[config.mk]
export PLATFORM = sky130hd
export DESIGN_NAME = isort_cell
export DESIGN_NICKNAME = d
export VERILOG_FILES = /design/src/rtl/isort_pkg.sv /design/src/rtl/isort_cell.sv
export SDC_FILE = /design/constraint.sdc
export NUM_CORES = 1
export LEC_CHECK = 0
export ABC_CLOCK_PERIOD_IN_PS = 4500
export BUFFER_PORTS_ARGS = -buffer_cell sky130_fd_sc_hd__buf_2
export CAP_MARGIN = 0
export CELL_PAD_IN_SITES_DETAIL_PLACEMENT = 1
export CELL_PAD_IN_SITES_GLOBAL_PLACEMENT = 1
export CORE_MARGIN = 2
export CORE_UTILIZATION = 32
export CTS_CLUSTER_SIZE = 16
export DETAILED_ROUTE_END_ITERATION = 10
export PLACE_DENSITY_LB_ADDON = 0.1
export SLEW_MARGIN = 20
export SYNTH_ARGS = -nofsm -noshare
export SYNTH_HDL_FRONTEND = slang
export SYNTH_SLANG_ARGS = --single-unit
[constraint.sdc]
create_clock -name aclk -period 4.5 [get_ports aclk]
set_clock_uncertainty 0.1 [all_clocks]
set_input_delay 0.225 -clock aclk [delete_from_list [all_inputs] [get_ports aclk]]
set_output_delay 0.225 -clock aclk [all_outputs]
set_load 0.01 [all_outputs]
[src/rtl/isort_pkg.sv]
// Shared constants and types of the insertion-cell sorter.
`default_nettype none

package isort_pkg;

    // Batch capacity, one cell for each value (2 to 64).
    localparam int MAX_ELEMS = 64;
    localparam int VALUE_W   = 32;
    // Wide enough to hold MAX_ELEMS itself.
    localparam int CNT_W     = $clog2(MAX_ELEMS + 1);

    // Broadcast from the controller to every cell.
    typedef struct packed {
        logic                      insert;
        logic                      shift;
        logic signed [VALUE_W-1:0] value;
    } isort_ctrl_t;

endpackage

`default_nettype wire

[src/rtl/isort_cell.sv]
// One cell of the sorting chain: holds one value and trades it with its neighbours.
`default_nettype none

module isort_cell (
    input  wire logic                                aclk,
    input  wire logic                                aresetn,
    input  wire isort_pkg::isort_ctrl_t              ctrl,
    input  wire logic                                prev_gt,
    input  wire logic                                prev_valid,
    input  wire logic signed [isort_pkg::VALUE_W-1:0] prev_value,
    input  wire logic                                next_valid,
    input  wire logic signed [isort_pkg::VALUE_W-1:0] next_value,
    output logic                                     gt,
    output logic                                     valid,
    output logic signed [isort_pkg::VALUE_W-1:0]     value
);

    logic                                valid_reg;
    logic                                valid_next;
    logic signed [isort_pkg::VALUE_W-1:0] value_reg;
    logic signed [isort_pkg::VALUE_W-1:0] value_next;

    // An empty cell counts as greater, so the first greater cell marks the slot.
    assign gt    = !valid_reg || (value_reg > ctrl.value);
    assign valid = valid_reg;
    assign value = value_reg;

    always_comb begin
        valid_next = valid_reg;
        value_next = value_reg;
        if (ctrl.insert) begin
            if (gt) begin
                // Take the neighbour's value if it moves up, else the new one.
                value_next = prev_gt ? prev_value : ctrl.value;
                valid_next = valid_reg | prev_valid;
            end
        end else if (ctrl.shift) begin
            value_next = next_value;
            valid_next = next_valid;
        end
    end

    always_ff @(posedge aclk) begin
        if (!aresetn) begin
            valid_reg <= 1'b0;
        end else begin
            valid_reg <= valid_next;
        end
        value_reg <= value_next;
    end

endmodule

`default_nettype wire

== Word level (Yosys, flattened, before mapping) ==
Index checks and enable logic that the tools add are counted.

* Order comparisons: 1
* Eq/ne operators: 1
* Muxes and demuxes: 7
* Bitwise operators: 1
* Reductions and logical operators: 4

{| class="wikitable"
|+ Operators with widths
! operator !! count
|-
| $mux W32 || 4
|-
| $gt A32 B32 Y1 || 1
|-
| $mux W1 || 3
|-
| $ne A2 B1 Y1 const B || 1
|-
| $reduce_and A2 Y1 || 1
|-
| $reduce_bool A2 Y1 || 1
|-
| $logic_not A1 Y1 || 1
|-
| $logic_or A1 B1 Y1 || 1
|-
| $or A1 B1 Y1 || 1
|}

* Bits in registers: 33
* Input bits: 103
* Output and inout port bits: 34
* Logic and storage cells: 16

== Longest topological paths before layout ==
* Depth after elaboration: 4
* Mapped depth: 8
* Gate-level depth less buffers: 8

== Worst setup path after synthesis ==
OpenSTA, ideal clock, no wires.

* Path kind: register to register
* Start point: reg value_reg, in the netlist value[25]
* End point: reg value_reg, in the netlist value[0], enable pin
* Library setup time: 0.402 ns
* Data arrival time: 3.127 ns
* Required time: 3.998 ns
* Setup slack: 0.871 ns
* Cell stages (with the launch flop): 8
* Path buffers: 0
* Period minus slack after synthesis: 3.629 ns
* Cell sequence: edfxtp_1 > ha_1 > a21o_1 > nand3_1 > a21oi_1 > or4b_1 > or4_4 > a41oi_2

* Word-level cells in the longest chain between the ends: 4

{| class="wikitable"
|+ Ends and longest elaborated chain
! item !! line !! RTL
|-
| from (decl) || isort_cell.sv:20 || <nowiki>logic signed [isort_pkg::VALUE_W-1:0] value_reg;</nowiki>
|-
| from (signal assigned) || isort_cell.sv:49 || <nowiki>value_reg <= value_next;</nowiki>
|-
| $gt A32 B32 Y1 || isort_cell.sv:24 || <nowiki>assign gt = !valid_reg || (value_reg > ctrl.value);</nowiki>
|-
| $logic_or A1 B1 Y1 || isort_cell.sv:24 ||
|-
| $ne A2 B1 Y1 (no line) || -- ||
|-
| $reduce_and A2 Y1 (no line) || -- ||
|}

No other way between the ends.
A chain may end at the register's enable or synchronous reset.

== Worst setup path after layout ==
* Start point: reg value_reg, in the netlist value[31]
* End point: out gt

* Word-level cells in the longest chain between the ends: 2

{| class="wikitable"
|+ Ends and longest elaborated chain
! item !! line !! RTL
|-
| $gt A32 B32 Y1 || isort_cell.sv:24 ||
|-
| $logic_or A1 B1 Y1 || isort_cell.sv:24 ||
|-
| to (decl) || isort_cell.sv:13 || <nowiki>output logic gt,</nowiki>
|}

No other way between the ends.

==> results.sh <==
export IMPL_die_w_um=92.41
export IMPL_synth_edf_count=32
export IMPL_maxCapViolations=0
export IMPL_worst_ep_required_time_ns=4.18
export IMPL_portBuffers=136
export IMPL_grt_overflow=0
export IMPL_rsz0062_at_grt="no"
export IMPL_grt_pass1_wl_um=11710
export IMPL_clock_latency_ns=0.29
export IMPL_core_area_um2=7647
export IMPL_cts_sink_count=33
export IMPL_synth_area_top_cells="edfxtp_1 38%, ha_1 16%, mux2i_1 13%, a21oi_1 9.2%, inv_1 5.3%"
export IMPL_max_vdd_ir_drop_mv=0.1036
export IMPL_die_h_um=92.41
export IMPL_outcome="finished, final reports clean"
export IMPL_max_slew_margin_rel=0.3203
export IMPL_cts_buffers=5
export IMPL_max_stage_delay_ns=0.64
export IMPL_layout_setup_ws_ns=1.177
export IMPL_fin_nets=532
export IMPL_gr_usage_met2=0.3102
export IMPL_final_util=0.4424
export IMPL_nFillCells=945
export IMPL_post_route_period_util=0.7384
export IMPL_place_ws_ns=1.359
export IMPL_r2r_setup_slack_ns=1.34
export IMPL_clk_pin_slew_ns=0.07
export IMPL_finalPower_w=0.0008921
export IMPL_dpl_cell_area_um2=3298
export IMPL_dp_hpwl_um=5906
export IMPL_crit_slowest_cell="or4_4"
export IMPL_p_leak_nw=1.750
export IMPL_cts_root_buf="clkbuf_8"
export IMPL_cts_resized=0
export IMPL_largest_reg_flops=32
export IMPL_fmax_mhz=301.0
export IMPL_vias_per_cell=4.856
export IMPL_fin_setup_tns_ns=0
export IMPL_finalMaxSlewViolations=0
export IMPL_yosys_area_top_type="edfxtp_1"
export IMPL_wl_um=7239
export IMPL_yosys_top_cells_count="46 x a21oi_1, 35 x inv_1, 33 x nor2_1"
export IMPL_timing_rr_start="value[31]"
export IMPL_drtPass1Iterations=4
export IMPL_powerDensity_nw_per_um2=263.7
export IMPL_worstSetupPathType="reg2out"
export IMPL_cts_setup_buffers=0
export IMPL_holdPathStages=2
export IMPL_ant_nets=0
export IMPL_yosysUniqueCellTypes=27
export IMPL_place_congestion=0.7158
export IMPL_remaining_drc_errors=0
export IMPL_synth_most_common_cell="a21oi_1"
export IMPL_drt_iter0_markers=54
export IMPL_start_util=0.3271
export IMPL_setup_violations=0
export IMPL_crit_arrival_ns=3.00
export IMPL_max_slew_worst_pin_slew_ns=1.020
export IMPL_syn_nets=398
export IMPL_final_cell_area_um2=3383
export IMPL_fin_crit_ns=3.323
export IMPL_holdCritStartpoint="aresetn"
export IMPL_async_flop_share=0
export IMPL_htreeDepth=2
export IMPL_cts_hold_buffers_added=0
export IMPL_hold_violations=0
export IMPL_dieArea_um2=8540
export IMPL_busiest_layer="met2"
export IMPL_r2r_cells=7
export IMPL_grt_max_degree=40
export IMPL_layout_drive_gt1_share=0.3769
export IMPL_hp_class="in2reg"
export IMPL_gr_usage_met3=0.04475
export IMPL_start_kind="flip-flop"
export IMPL_cp_max_fo=4
export IMPL_synth_area_per_cell_um2=9.510
export IMPL_wl_per_cell_um=14.45
export IMPL_vias=2433
export IMPL_syn_cell_area_um2=2501
export IMPL_area_delta_synth_final_pct=35.27
export IMPL_worstSetupEndpointType="primary output"
export IMPL_ys_ff_latch=33
export IMPL_synthCells=263
export IMPL_worstPathCellList="ha_1, nand4_1, or4_4, or4_1, o311ai_1, nand3_1, buf_2"
export IMPL_synth_seq_area_share=0.3922
export IMPL_rows=32
export IMPL_yosys_warnings=0
export IMPL_ys_flop_type="edfxtp_1"
export IMPL_cts_tree="built"
export IMPL_worstReg2RegEnd="value[3]"
export IMPL_clockBufferDepth=2
export IMPL_track_usage=0.1730
export IMPL_crit_buf_inv=1
export IMPL_grt_pass1_vias=2502
export IMPL_cp_top_family="simple AND/OR/NAND/NOR gates"
export IMPL_antenna_found_initial=1
export IMPL_grt_util_met1=0.2005
export IMPL_crit_start="value[31]"
export IMPL_io_pins=137
export IMPL_whs_endpoint="valid"
export IMPL_synth_top_area_frac=0.3842
## metal layers
layer,vias up,share of wire
met1,1139,0.41
met4,0,0.014
met2,74,0.50
met3,8,0.069
met5,-,0
li1,1212,-
## worst max path at each step
stage	cells past startpoint	slack, ns	endpoint
after floorplan	7	0.87	value[0]
final	7	1.18	gt
after detailed placement	7	1.36	value[3]
after global placement	7	1.45	value[14]
after global routing	7	1.05	gt
after CTS	7	1.15	gt
## final cells by class
class | instances | area, um2 | share of cell area
antenna | 1 | 2.502 | 0.0007396
clock buffer | 6 | 72.57 | 0.02145
clock inverter | 2 | 10.01 | 0.002959
inverter | 35 | 131.4 | 0.03883
multi-input combinational | 183 | 1355 | 0.4005
sequential | 33 | 980.9 | 0.2899
tap | 102 | 127.6 | 0.03772
timing repair buffer | 139 | 703.2 | 0.2078
## through the flow
| stage | hold slack (ns) | cells |
|---|---|---|
| floorplan | 0.2719 | 263 |
| global placement | 0.3787 | 492 |
| detailed placement | 0.3908 | 492 |
| CTS | 0.07975 | 500 |
| global route | 0.07991 | 501 |
| finish | 0.08942 | 501 |
## report_power, final
group / internal, W / switching, W
Combinational: 0.000127 / 0.000148
Clock: 0.000107 / 0.000112
Sequential: 0.000380 / 0.0000185
## cells by family (layout without fill, tap and decap cells)
group | count (synthesis) | after routing | synth area share
AOI/OAI and AO/OA | 58 | 58 | 0.1326
adders and majority gates | 32 | 32 | 0.1601
buffers and inverters | 47 | 182 | 0.07054
DFF | 33 | 33 | 0.3922
muxes | 32 | 32 | 0.1281
other | 0 | 1 | 0
and+or+nand+nor | 61 | 61 | 0.1166
## placed cells by master, fill, tap and decap left out, types with 2 or more instances in the layout
cell type  count
buf_4          3
nor2_1        33
a21o_1         4
mux2i_1       32
o21ai_0        2
nand2_1        7
edfxtp_1      32
or4_4          2
ha_1          32
nand2b_1       2
clkbuf_8       5
inv_1         35
a21oi_1       46
clkinv_2       2
nand4_1        5
buf_2        136
nand3_1        7
Power figures use the tool's default switching activity.
